$ cat config.mk
export PLATFORM = sky130hd
export DESIGN_NAME = wildcard_glob_matcher
export DESIGN_NICKNAME = d
export VERILOG_FILES = /design/src/hw/rtl/wgm_pkg.sv /design/src/hw/rtl/wgm_fifo.sv /design/src/hw/rtl/wgm_front.sv /design/src/hw/rtl/wgm_back.sv /design/src/hw/rtl/wildcard_glob_matcher.sv
export SDC_FILE = /design/constraint.sdc
export NUM_CORES = 1
export LEC_CHECK = 0
export ABC_AREA = 0
export BUFFER_PORTS_ARGS = -buffer_cell sky130_fd_sc_hd__buf_2
export CAP_MARGIN = 20
export CORE_MARGIN = 2
export CORE_UTILIZATION = 57
export DETAILED_ROUTE_END_ITERATION = 6
export PLACE_DENSITY = 0.73
export SETUP_SLACK_MARGIN = 0.15
export SYNTH_ARGS = -nofsm -noshare
export SYNTH_HDL_FRONTEND = slang
export SYNTH_SLANG_ARGS = --single-unit
$ cat constraint.sdc
create_clock -name clk -period 6.28 [get_ports clk]
set_input_delay 0.628 -clock clk [delete_from_list [all_inputs] [get_ports clk]]
set_output_delay 0.628 -clock clk [all_outputs]
set_load 0.005 [all_outputs]
$ cat src/hw/rtl/wgm_pkg.sv
// ----------------------------------------------------------------------------
// wgm_pkg
// Shared types, codes and helpers for the wildcard glob matcher.
// ----------------------------------------------------------------------------
`default_nettype none

package wgm_pkg;

  // Request modes on the input channel
  localparam logic [1:0] MODE_CLEAR  = 2'd0;
  localparam logic [1:0] MODE_APPEND = 2'd1;
  localparam logic [1:0] MODE_TEXT   = 2'd2;
  localparam logic [1:0] MODE_END    = 2'd3;

  // Wildcard characters
  localparam logic [7:0] SYM_STAR  = 8'h2A;
  localparam logic [7:0] SYM_QUEST = 8'h3F;

  // ASCII lower-case range and fold offset
  localparam logic [7:0] LOWER_A   = 8'h61;
  localparam logic [7:0] LOWER_Z   = 8'h7A;
  localparam logic [7:0] CASE_DIFF = 8'h20;

  // Input request
  typedef struct packed {
    logic [1:0] mode;
    logic [7:0] symbol;
  } in_req_t;

  // Result
  typedef struct packed {
    logic matched;
    logic pattern_overflow;
  } out_res_t;

  // Classified command between front and back
  typedef struct packed {
    logic [1:0] op;
    logic [7:0] symbol;
    logic       is_star;
    logic       is_quest;
  } cmd_t;

  // Queue handshake driven by the back end
  typedef struct packed {
    logic cmd_pop;
    logic res_push;
  } back_ctl_t;

  // Fold a-z to A-Z when case is ignored
  function automatic logic [7:0] fold_char(input logic [7:0] c, input logic ic);
    logic [7:0] r;
    r = c;
    if (ic && (c >= LOWER_A) && (c <= LOWER_Z)) begin
      r = c - CASE_DIFF;
    end
    return r;
  endfunction

endpackage

`default_nettype wire

$ cat src/hw/rtl/wgm_fifo.sv
// ----------------------------------------------------------------------------
// wgm_fifo
// Small synchronous FIFO with push/full and pop/empty handshakes.
// ----------------------------------------------------------------------------
`default_nettype none

module wgm_fifo #(
  parameter int WIDTH = 8,
  parameter int DEPTH = 2
) (
  input  wire logic             clk,
  input  wire logic             rst_n,
  input  wire logic             push,
  input  wire logic [WIDTH-1:0] wdata,
  output logic                  full,
  input  wire logic             pop,
  output logic [WIDTH-1:0]      rdata,
  output logic                  empty
);

  localparam int PW = (DEPTH > 1) ? $clog2(DEPTH) : 1;
  localparam int CW = $clog2(DEPTH + 1);

  logic [WIDTH-1:0] mem_r [DEPTH];
  logic [PW-1:0]    wptr_r, wptr_nxt;
  logic [PW-1:0]    rptr_r, rptr_nxt;
  logic [CW-1:0]    cnt_r, cnt_nxt;
  logic             do_push, do_pop;

  assign full    = (cnt_r == CW'(DEPTH));
  assign empty   = (cnt_r == '0);
  assign do_push = push && !full;
  assign do_pop  = pop && !empty;
  assign rdata   = mem_r[rptr_r];

  // Pointer and count update
  always_comb begin
    wptr_nxt = wptr_r;
    rptr_nxt = rptr_r;
    cnt_nxt  = cnt_r;
    if (do_push) begin
      wptr_nxt = (wptr_r == PW'(DEPTH - 1)) ? '0 : wptr_r + PW'(1);
    end
    if (do_pop) begin
      rptr_nxt = (rptr_r == PW'(DEPTH - 1)) ? '0 : rptr_r + PW'(1);
    end
    if (do_push && !do_pop) begin
      cnt_nxt = cnt_r + CW'(1);
    end else if (do_pop && !do_push) begin
      cnt_nxt = cnt_r - CW'(1);
    end
  end

  always_ff @(posedge clk) begin
    if (!rst_n) begin
      wptr_r <= '0;
      rptr_r <= '0;
      cnt_r  <= '0;
    end else begin
      wptr_r <= wptr_nxt;
      rptr_r <= rptr_nxt;
      cnt_r  <= cnt_nxt;
    end
  end

  // Storage, no reset
  always_ff @(posedge clk) begin
    if (do_push) begin
      mem_r[wptr_r] <= wdata;
    end
  end

endmodule

`default_nettype wire

$ cat src/hw/rtl/wgm_front.sv
// ----------------------------------------------------------------------------
// wgm_front
// Accepts requests, classifies them into commands and queues them.
// ----------------------------------------------------------------------------
`default_nettype none

module wgm_front #(
  parameter int QDEPTH = 2
) (
  input  wire logic             clk,
  input  wire logic             rst_n,
  input  wire logic             in_push,
  input  wire wgm_pkg::in_req_t in_req,
  output logic                  in_full,
  input  wire logic             cmd_pop,
  output wgm_pkg::cmd_t         cmd,
  output logic                  cmd_empty
);

  wgm_pkg::cmd_t                  cls;
  logic [$bits(wgm_pkg::cmd_t)-1:0] cmd_bits;

  // Classify: flag wildcards once so the back end only tests bits
  always_comb begin
    cls.op       = in_req.mode;
    cls.symbol   = in_req.symbol;
    cls.is_star  = (in_req.symbol == wgm_pkg::SYM_STAR);
    cls.is_quest = (in_req.symbol == wgm_pkg::SYM_QUEST);
  end

  wgm_fifo #(
    .WIDTH ($bits(wgm_pkg::cmd_t)),
    .DEPTH (QDEPTH)
  ) u_cmd_q (
    .clk   (clk),
    .rst_n (rst_n),
    .push  (in_push),
    .wdata (cls),
    .full  (in_full),
    .pop   (cmd_pop),
    .rdata (cmd_bits),
    .empty (cmd_empty)
  );

  assign cmd = wgm_pkg::cmd_t'(cmd_bits);

endmodule

`default_nettype wire

$ cat src/hw/rtl/wgm_back.sv
// ----------------------------------------------------------------------------
// wgm_back
// Executes commands: pattern lanes, active-position vector with star
// closure, pattern length and overflow tracking, case-fold register.
// ----------------------------------------------------------------------------
`default_nettype none

module wgm_back #(
  parameter int PATTERN_MAX = 32
) (
  input  wire logic          clk,
  input  wire logic          rst_n,
  input  wire logic          cfg_we,
  input  wire logic          cfg_wdata,
  input  wire wgm_pkg::cmd_t cmd,
  input  wire logic          cmd_empty,
  input  wire logic          res_full,
  output wgm_pkg::back_ctl_t ctl,
  output wgm_pkg::out_res_t  res
);

  localparam int N   = PATTERN_MAX;
  localparam int LW  = $clog2(N + 1);
  localparam int LVL = $clog2(N + 1);

  // Pattern lanes (payload, no reset)
  logic [7:0] pat_r   [N];
  logic [N-1:0] star_r;
  logic [N-1:0] quest_r;

  logic [LW-1:0] len_r, len_nxt;
  logic          ovf_r, ovf_nxt;
  logic [N:0]    active_r, active_nxt;
  logic          ic_r;

  logic          cmd_go;
  logic [7:0]    tc;
  logic [N-1:0]  lane_valid;
  logic [N-1:0]  wr_lane;
  logic [N-1:0]  mask_cur;
  logic [N-1:0]  mask_app;
  logic [N-1:0]  mask_sel;
  logic [N:0]    step_stay;
  logic [N:0]    step_adv;
  logic [N:0]    base;
  logic [N:0]    closed;
  logic          len_room;

  // Prefix network for star closure
  logic [N:0] g_lv [LVL+1];
  logic [N:0] p_lv [LVL+1];

  assign cmd_go   = !cmd_empty && ((cmd.op != wgm_pkg::MODE_END) || !res_full);
  assign tc       = wgm_pkg::fold_char(cmd.symbol, ic_r);
  assign len_room = (len_r < LW'(N));

  // Per-lane compare and next-position step
  for (genvar i = 0; i < N; i++) begin : g_lane
    logic hit;
    logic eq;
    assign lane_valid[i] = (LW'(i) < len_r);
    assign wr_lane[i]    = (len_r == LW'(i));
    assign mask_cur[i]   = star_r[i] & lane_valid[i];
    assign mask_app[i]   = mask_cur[i] | (wr_lane[i] & cmd.is_star);
    assign hit           = active_r[i] & lane_valid[i];
    assign eq            = (wgm_pkg::fold_char(pat_r[i], ic_r) == tc);
    assign step_stay[i]  = hit & star_r[i];
    assign step_adv[i+1] = hit & !star_r[i] & (quest_r[i] | eq);

    always_ff @(posedge clk) begin
      if (cmd_go && (cmd.op == wgm_pkg::MODE_APPEND) && wr_lane[i]) begin
        pat_r[i]   <= cmd.symbol;
        star_r[i]  <= cmd.is_star;
        quest_r[i] <= cmd.is_quest;
      end
    end
  end
  assign step_stay[N] = 1'b0;
  assign step_adv[0]  = 1'b0;

  // Closure: a[j] |= star[j-1] & a[j-1], as a log-depth prefix
  assign g_lv[0] = base;
  assign p_lv[0] = {mask_sel, 1'b0};
  for (genvar lv = 0; lv < LVL; lv++) begin : g_lvl
    for (genvar j = 0; j <= N; j++) begin : g_pos
      if (j >= (1 << lv)) begin : g_comb
        assign g_lv[lv+1][j] = g_lv[lv][j] | (p_lv[lv][j] & g_lv[lv][j-(1<<lv)]);
        assign p_lv[lv+1][j] = p_lv[lv][j] & p_lv[lv][j-(1<<lv)];
      end else begin : g_copy
        assign g_lv[lv+1][j] = g_lv[lv][j];
        assign p_lv[lv+1][j] = p_lv[lv][j];
      end
    end
  end
  assign closed = g_lv[LVL];

  // Command decode and next state
  always_comb begin
    len_nxt    = len_r;
    ovf_nxt    = ovf_r;
    base       = (N + 1)'(1);
    mask_sel   = mask_cur;
    active_nxt = active_r;
    unique case (cmd.op)
      wgm_pkg::MODE_CLEAR: begin
        len_nxt  = '0;
        ovf_nxt  = 1'b0;
        mask_sel = '0;
      end
      wgm_pkg::MODE_APPEND: begin
        if (len_room) begin
          len_nxt  = len_r + LW'(1);
          mask_sel = mask_app;
        end else begin
          ovf_nxt = 1'b1;
        end
      end
      wgm_pkg::MODE_TEXT: begin
        base = step_stay | step_adv;
      end
      wgm_pkg::MODE_END: begin
        base = (N + 1)'(1);
      end
      default: begin
        base = (N + 1)'(1);
      end
    endcase
    if (cmd_go) begin
      active_nxt = closed;
    end
  end

  always_ff @(posedge clk) begin
    if (!rst_n) begin
      len_r    <= '0;
      ovf_r    <= 1'b0;
      active_r <= (N + 1)'(1);
    end else if (cmd_go) begin
      len_r    <= len_nxt;
      ovf_r    <= ovf_nxt;
      active_r <= active_nxt;
    end
  end

  // Case-fold register
  always_ff @(posedge clk) begin
    if (!rst_n) begin
      ic_r <= 1'b0;
    end else if (cfg_we) begin
      ic_r <= cfg_wdata;
    end
  end

  // Result for end of text
  assign res.matched          = active_r[len_r];
  assign res.pattern_overflow = ovf_r;
  assign ctl.cmd_pop          = cmd_go;
  assign ctl.res_push         = cmd_go && (cmd.op == wgm_pkg::MODE_END);

endmodule

`default_nettype wire

$ cat src/hw/rtl/wildcard_glob_matcher.sv
// ----------------------------------------------------------------------------
// wildcard_glob_matcher
// Streams text against a stored glob pattern ('*' and '?'), one result per
// end of text.
// ----------------------------------------------------------------------------
// Requests enter through a push/full port and results leave through a
// pop/empty port. The block takes one request every clock cycle while
// in_full is low: a two-entry command queue feeds the execute stage, which
// updates the whole active-position vector (all pattern lanes compared in
// parallel, star closure through a log-depth prefix network) per command.
// An end-of-text result passes through the command queue and a two-entry
// result queue before it can be popped; only a full result queue stalls the
// execute stage, and only on end-of-text requests. Up to PATTERN_MAX pattern
// characters are kept; further appends are dropped and flagged until the
// next clear. cfg_wdata selects ASCII case-insensitive compare. The user
// writes it only while no request is in flight; the block does not enforce it.
// ----------------------------------------------------------------------------
`default_nettype none

module wildcard_glob_matcher #(
  parameter int PATTERN_MAX = 32
) (
  input  wire logic              clk,
  input  wire logic              rst_n,
  input  wire logic              in_push,
  input  wire wgm_pkg::in_req_t  in_req,
  output logic                   in_full,
  output logic                   out_empty,
  input  wire logic              out_pop,
  output wgm_pkg::out_res_t      out_res,
  input  wire logic              cfg_we,
  input  wire logic              cfg_wdata
);

  localparam int QDEPTH = 2;

  wgm_pkg::cmd_t      cmd;
  logic               cmd_empty;
  wgm_pkg::back_ctl_t ctl;
  wgm_pkg::out_res_t  res;
  logic               res_full;
  logic [$bits(wgm_pkg::out_res_t)-1:0] res_bits;

  // Front: accept and classify
  wgm_front #(
    .QDEPTH (QDEPTH)
  ) u_front (
    .clk       (clk),
    .rst_n     (rst_n),
    .in_push   (in_push),
    .in_req    (in_req),
    .in_full   (in_full),
    .cmd_pop   (ctl.cmd_pop),
    .cmd       (cmd),
    .cmd_empty (cmd_empty)
  );

  // Back: execute against the pattern
  wgm_back #(
    .PATTERN_MAX (PATTERN_MAX)
  ) u_back (
    .clk       (clk),
    .rst_n     (rst_n),
    .cfg_we    (cfg_we),
    .cfg_wdata (cfg_wdata),
    .cmd       (cmd),
    .cmd_empty (cmd_empty),
    .res_full  (res_full),
    .ctl       (ctl),
    .res       (res)
  );

  // Result queue
  wgm_fifo #(
    .WIDTH ($bits(wgm_pkg::out_res_t)),
    .DEPTH (QDEPTH)
  ) u_res_q (
    .clk   (clk),
    .rst_n (rst_n),
    .push  (ctl.res_push),
    .wdata (res),
    .full  (res_full),
    .pop   (out_pop),
    .rdata (res_bits),
    .empty (out_empty)
  );

  assign out_res = wgm_pkg::out_res_t'(res_bits);

  // Back end never pushes a result into a full queue
  a_no_res_overrun: assert property (@(posedge clk) disable iff (!rst_n)
    !(ctl.res_push && res_full))
    else $error("result pushed into full queue");

  // Back end only pops an existing command
  a_pop_needs_cmd: assert property (@(posedge clk) disable iff (!rst_n)
    ctl.cmd_pop |-> !cmd_empty)
    else $error("command popped from empty queue");

  // An accepted request is visible to the back end next cycle
  a_req_reaches_back: assert property (@(posedge clk) disable iff (!rst_n)
    (in_push && !in_full) |=> !cmd_empty)
    else $error("accepted request lost before back end");

endmodule

`default_nettype wire
==> results.json, run 1 <==
{
  "pwr-share-clk": 0.298,
  "yosysWarnings": 0,
  "post-route-util": 0.635,
  "switching_power_w": 0.00266,
  "yosysMostFrequentCell": "edfxtp_1",
  "cp.arrival_ns": 5.39,
  "cts_setup_buffers": 0,
  "hold_class": "in2reg",
  "drt_wl_total_um": 60200,
  "cts_root_buf": "clkbuf_16",
  "fin_nets": 2023,
  "drive_above_1_share": 0.0915,
  "p_per_area_nw_per_um2": 342,
  "synth_top_area_share": 0.492,
  "insertedDiodeCount": 0,
  "grt_max_degree": 59,
  "gp_congestion": 1.01,
  "p_seq_frac": 0.430,
  "drt_first_pass_iters": 6,
  "synth-edff-count": 348,
  "cts_tree": "yes",
  "worstSetupPathType": "reg2reg",
  "syn_to_final_growth_pct": 9.62,
  "hold_viol": 0,
  "clkSlewWorstSetupHoldPaths_ns": 0.06,
  "htree_levels": 2,
  "synth_top_cell_by_area": "edfxtp_1",
  "synth.area.top_cells": "edfxtp_1 49%, xnor2_1 5.5%, xor2_1 5.2%, dfxtp_1 4.8%, nand2_1 3.2%",
  "core_um2": 36700,
  "die_y_um": 197,
  "crit_fanout": 33,
  "status": "completed",
  "tns_ns": 0,
  "vias": 16100,
  "dr.first_iter.drc_count": 1832,
  "ys_ff_latch": 399,
  "rows": 70,
  "synthCells": 1927,
  "slew_headroom": 0.280,
  "cts_sinks": 399,
  "syn_nets": 1981,
  "clk-insertion-delay-late_ns": 0.57,
  "wl_per_cell_um": 24.4,
  "startpoint_type": "flip-flop",
  "grt_pass1_vias": 15900,
  "critical_path_required_ns": 6.71,
  "swShare": 0.334,
  "comb_power_share": 0.272,
  "die_x_um": 197,
  "p_leak_nw": 7.87,
  "cts_buffers": 43,
  "numPortBuffers": 19,
  "ant_nets": 0,
  "cellInternalPower_w": 0.00530,
  "grt_pass1_wl_um": 91300,
  "endpoint_kind": "flip-flop",
  "ioPinCount": 20,
  "grt_use_total": 0.312,
  "finalCritPeriodShare": 0.791,
  "tightest_slew_ns": 1.06,
  "die_area_um2": 38900,
  "synth_top_flop_cell": "edfxtp_1",
  "max_cap_viol_count": 0,
  "ir_worst_vdd_mv": 0.209,
  "cts_buffer_depth": 3,
  "start_util": 0.579,
  "synth_async_sr_flop_share": 0,
  "synthesis.area_um2": 21300,
  "dp_hpwl_um": 40000,
  "drc": 0,
  "period_minus_slack_ns": 4.97,
  "hold_slack_ns": 0.262,
  "finalSetupViolCount": 0,
  "ys_top_cells_by_count": "348 x edfxtp_1, 180 x nand2_1, 143 x nor2_1, 133 x xnor2_1, 125 x xor2_1",
  "cts_resized": 0,
  "max_freq_mhz": 201,
  "ys_types": 96,
  "grt_overflow": 0,
  "holdBufCountCts": 0,
  "rrSetupSlack_ns": 1.31,
  "fin_skew_ns": 0.00994,
  "via_per_inst": 6.53,
  "maxSlewViolCount": 0,
  "antenna_found_initial": 0,
  "syn_area_per_cell_um2": 11.0,
  "rsz0062_at_grt": "false",
  "yosysSeqAreaShare": 0.540
}
[per-stage QoR]
| stage | total power [W] | worst slack, ns | instances | cell area [um^2] |
|---|---|---|---|---|
| 3_3_place_gp | 0.00551 | 1.35 | 2388 | 22000 |
| 6_report | 0.00796 | 1.31 | 2467 | 23300 |
| 4_1_cts | 0.00792 | 1.27 | 2463 | 23200 |
| 2_1_floorplan | 0.00480 | 2.49 | 1927 | 21300 |
| 5_1_grt | 0.00822 | 0.953 | 2467 | 23300 |
| 3_5_place_dp | 0.00557 | 1.27 | 2388 | 22000 |
[final cells by class]
cell class | count | area (um^2)
multi-input cells | 1351 | 9070
fillers | 2824 | 13400
well taps | 468 | 586
clock buffers | 59 | 1190
clock inverters | 16 | 98.8
flip-flops and latches | 399 | 11500
inverters | 107 | 402
repair buffers | 67 | 479
[metal layers]
layer / part of all wire / track usage / wire length, um
met5: 0 / 0 / 0
met4: 0.038 / 0.130 / 2320
met3: 0.094 / 0.0707 / 5680
met2: 0.47 / 0.511 / 28100
met1: 0.40 / 0.402 / 24100
[cell families after synthesis]
| family | count (synthesis) | synth area share |
|---|---|---|
| muxes | 29 | 0.0207 |
| buffers and inverters | 177 | 0.0367 |
| and+or+nand+nor | 611 | 0.141 |
| AOI/OAI and AO/OA | 415 | 0.134 |
| adders and majority gates | 38 | 0.0224 |
| DFF | 399 | 0.540 |
| xor gates and xnor gates | 258 | 0.106 |
[registers in the layout, summed over array words and instances, names as in the netlist, 2 cells and up, named ones only]
signal                 cells
u_back.quest_r            32
u_front.u_cmd_q.mem_r     24
u_back.len_r               6
u_back.active_r           33
u_back.star_r             32
u_res_q.cnt_r              2
u_res_q.mem_r              4
u_front.u_cmd_q.cnt_r      2
u_back.pat_r             256
[placed cells by master, fill, tap and decap left out, types with 25 or more instances in the layout]
| cell type | netlist | routed |
|---|---|---|
| a21oi_1 | 109 | 109 |
| a31oi_1 | 29 | 28 |
| buf_4 | 22 | 46 |
| clkbuf_16 | 0 | 45 |
| dfxtp_1 | 51 | 50 |
| edfxtp_1 | 348 | 348 |
| ha_1 | 38 | 38 |
| inv_1 | 106 | 101 |
| nand2_1 | 180 | 180 |
| nand3_1 | 49 | 49 |
| nand4_1 | 25 | 25 |
| nor2_1 | 143 | 143 |
| nor3_1 | 66 | 65 |
| nor4_1 | 36 | 35 |
| o21ai_0 | 85 | 85 |
| xnor2_1 | 133 | 133 |
| xor2_1 | 125 | 125 |
[power by group through the flow]
stage / combinational (W) / clock [W] / sequential (W)
4_1_cts: 0.00211 / 0.00239 / 0.00342
6_report: 0.00216 / 0.00237 / 0.00342
3_5_place_dp: 0.00210 / 0 / 0.00347
3_3_place_gp: 0.00204 / 0 / 0.00347
5_1_grt: 0.00229 / 0.00249 / 0.00344
2_1_floorplan: 0.00140 / 0 / 0.00339
[worst paths after layout]
check                    start                      endpoint  depth (start not counted)
setup / recovery     flip-flop           u_back.active_r[26]                         13
hold / removal       in_req[9]  u_front.u_cmd_q.mem_r[1][11]                          1
setup reg to reg     flip-flop           u_back.active_r[26]                         13
hold reg to reg   u_back.ovf_r           u_res_q.mem_r[0][0]                          0
[worst max-delay path: stages, from the launching register on]
cell      delay [ns]
dfxtp_1         0.95
mux2_2          0.78
a31oi_4         0.53
buf_4           0.39
xor2_1          0.23
o31ai_1         0.11
a21oi_1         0.26
o211ai_1        0.14
a31oi_1         0.44
or3b_1          0.24
a41oi_2         0.17
a21bo_1         0.25
a31oi_1         0.22
a21oi_1         0.10
Note: power is estimated with default switching activity, not from simulation.
==> run 2: changes to the inputs <==
Settings changed: PLACE_DENSITY 0.73 to 0.76.
Clock period 6.28 ns to 4.4 ns, I/O delays scaled along.
==> run 2 against run 1 <==
- the run now ends with design-rule violations left
- sequential power is 43% higher
- final area is 2.8% higher
- sequential share of layout area is 1.3 points lower
- clock-buffer cell count is 11 lower
- combinational power is 50% higher
- critical path depth is 2 higher
- die area stayed put
- clock skew is 0.0042 ns higher
- total power is 49% higher
- first-iteration DRC count is 8.1% lower
- wire length is 0.38% lower
- highest routed layer unchanged
==> results.json, run 2 (synthesis gave the netlist of run 1 again) <==
{
  "status": "finished with violations",
  "violations": "design-rule violations",
  "start_util": 0.579,
  "drt_wl_total_um": 60000,
  "maxSlewViolCount": 0,
  "period_minus_slack_ns": 4.08,
  "max_cap_viol_count": 0,
  "largest_reg_flops": 256,
  "clkSlewWorstSetupHoldPaths_ns": 0.06,
  "cp.arrival_ns": 4.58,
  "insertedDiodeCount": 0,
  "p_per_area_nw_per_um2": 494,
  "path_cells": "buf_4 > nor4b_4 > o22a_4 > o41a_4 > xnor2_1 > nor4b_2 > a31oi_1 > o22a_1 > o211ai_1 > a31oi_1 > or3b_1 > a41oi_2 > a21bo_1 > a31oi_1 > a21oi_1",
  "drt_first_pass_iters": 7,
  "reg2reg_depth": 15,
  "rsz0062_at_grt": "true",
  "finalCritPeriodShare": 0.928,
  "fin_nets": 2070,
  "rr_endpoint": "u_back.active_r[26]",
  "gp_congestion": 1.01,
  "dr.first_iter.drc_count": 1684,
  "rows": 70,
  "crit_fanout": 9,
  "max_freq_mhz": 245,
  "finalSetupViolCount": 0,
  "grt_pass1_vias": 15900,
  "cts_buffer_depth": 3,
  "cts_root_buf": "clkbuf_16",
  "grt_overflow": 0,
  "ioPinCount": 20,
  "drive_above_1_share": 0.121,
  "grt_pass1_wl_um": 91100,
  "critical_path_required_ns": 4.90,
  "drc": 3,
  "cp_slowest_cell": "o41a_4",
  "rrSetupSlack_ns": 0.32,
  "whs_path_depth": 1,
  "tns_ns": 0,
  "htree_levels": 2,
  "numPortBuffers": 19,
  "die_y_um": 197,
  "crit_top_cell": "a31oi_1",
  "n_fill_cell": 2720,
  "startpoint_type": "flip-flop",
  "top_register": "u_back.pat_r",
  "dp_hpwl_um": 40200,
  "via_per_inst": 6.48,
  "grt_use_total": 0.311,
  "tightest_slew_ns": 0.941,
  "clk-insertion-delay-late_ns": 0.58,
  "endpoint_kind": "flip-flop",
  "fin_skew_ns": 0.0141,
  "p_leak_nw": 8.22,
  "reg_top3": "u_back.pat_r (256), u_back.active_r (33)",
  "core_um2": 36700,
  "hold_class": "in2reg",
  "worstSetupPathType": "reg2reg",
  "most-common-layout-cells": "348 x edfxtp_1, 180 x nand2_1, 143 x nor2_1",
  "antenna_found_initial": 0,
  "grt_max_degree": 58,
  "slew_headroom": 0.372,
  "vias": 16300,
  "die_area_um2": 38900,
  "ir_worst_vdd_mv": 0.301,
  "cts_sinks": 399,
  "die_x_um": 197,
  "ant_nets": 0,
  "cts_tree": "yes",
  "finalNonFillerCells": 2513,
  "hold_viol": 0,
  "holdCritStartpoint": "in_req[8]",
  "final_common_cell": "edfxtp_1",
  "worst_hold_path.endpoint": "u_front.u_cmd_q.mem_r[1][10]",
  "syn_to_final_growth_pct": 12.7,
  "slowest_delay_ns": 0.61,
  "wl_per_cell_um": 23.9,
  "cts_buffers": 43,
  "numPlacedInstances": 2437
}
-- run 2: changes by cell type in the layout (fill, tap and decap cells not counted), sizes merged --
| cell | delta |
|---|---|
| clkbuf | -10 |
| buf | +46 |
| bufinv | +6 |
| inv | +2 |
| clkinvlp | +2 |
-- run 2: worst max-delay path, delay by kind of cell (launching register included) --
kind | cells | cell delay [ns]
buffers and inverters | 1 | 0.18
AOI/OAI and AO/OA | 10 | 2.38
xor gates and xnor gates | 1 | 0.20
and+or+nand+nor | 3 | 0.87
DFF | 1 | 0.37
-- run 2: report_power, final --
group,internal (W),switching [W]
logic,0.00110,0.00213
registers,0.00464,0.000243
clock network,0.00220,0.00150
-- run 2: area by class of cell --
cell class	instances	area, um^2	share of cell area
Sequential cell	399	11500	0.479
Multi-Input combinational cell	1351	9140	0.382
Clock buffer	48	1090	0.0457
Timing Repair Buffer	114	928	0.0388
Tap cell	468	586	0.0245
Inverter	107	402	0.0168
Clock inverter	26	323	0.0135
-- run 2: per-layer routing --
| metal | global-route usage | wire, um | vias to the layer above |
|---|---|---|---|
| met4 | 0.123 | 2060 | 0 |
| met1 | 0.424 | 24900 | 7985 |
| met3 | 0.0470 | 5290 | 152 |
| li1 | - | - | 7320 |
| met2 | 0.504 | 27800 | 815 |
| met5 | 0 | 0 | - |
-- run 2: worst max-delay path by stage --
stage / startpoint / cells after the start / endpoint / slack, ns
floorplan: flip-flop / 19 / u_back.active_r[31] / 0.61
global placement: flip-flop / 16 / u_back.active_r[22] / 0.19
detailed placement: flip-flop / 16 / u_back.active_r[26] / 0.11
CTS: flip-flop / 15 / u_back.active_r[26] / 0.15
global route: flip-flop / 17 / u_back.active_r[26] / 0.14
finish: flip-flop / 15 / u_back.active_r[26] / 0.32
-- run 2: what timing repair did --
| action | CTS | global route |
|---|---|---|
| pin swaps | 0 | 1 |
| setup buffers | 0 | 0 |
| setup endpoints to repair | 5 | 14 |
| gates resized for setup | 2 | 11 |
| hold buffers | 0 | 0 |
-- run 2: through the flow --
stage	utilization	hold WS [ns]	instance area, um^2	power (W)	worst slack [ns]
2_1_floorplan	-	0.426	21300	0.00685	0.608
3_3_place_gp	0.611	0.446	22400	0.00801	0.185
3_5_place_dp	0.611	0.452	22400	0.00809	0.106
4_1_cts	0.650	0.0478	23900	0.0118	0.154
5_1_grt	0.652	0.0522	23900	0.0122	0.140
6_report	0.652	0.0673	23900	0.0118	0.317
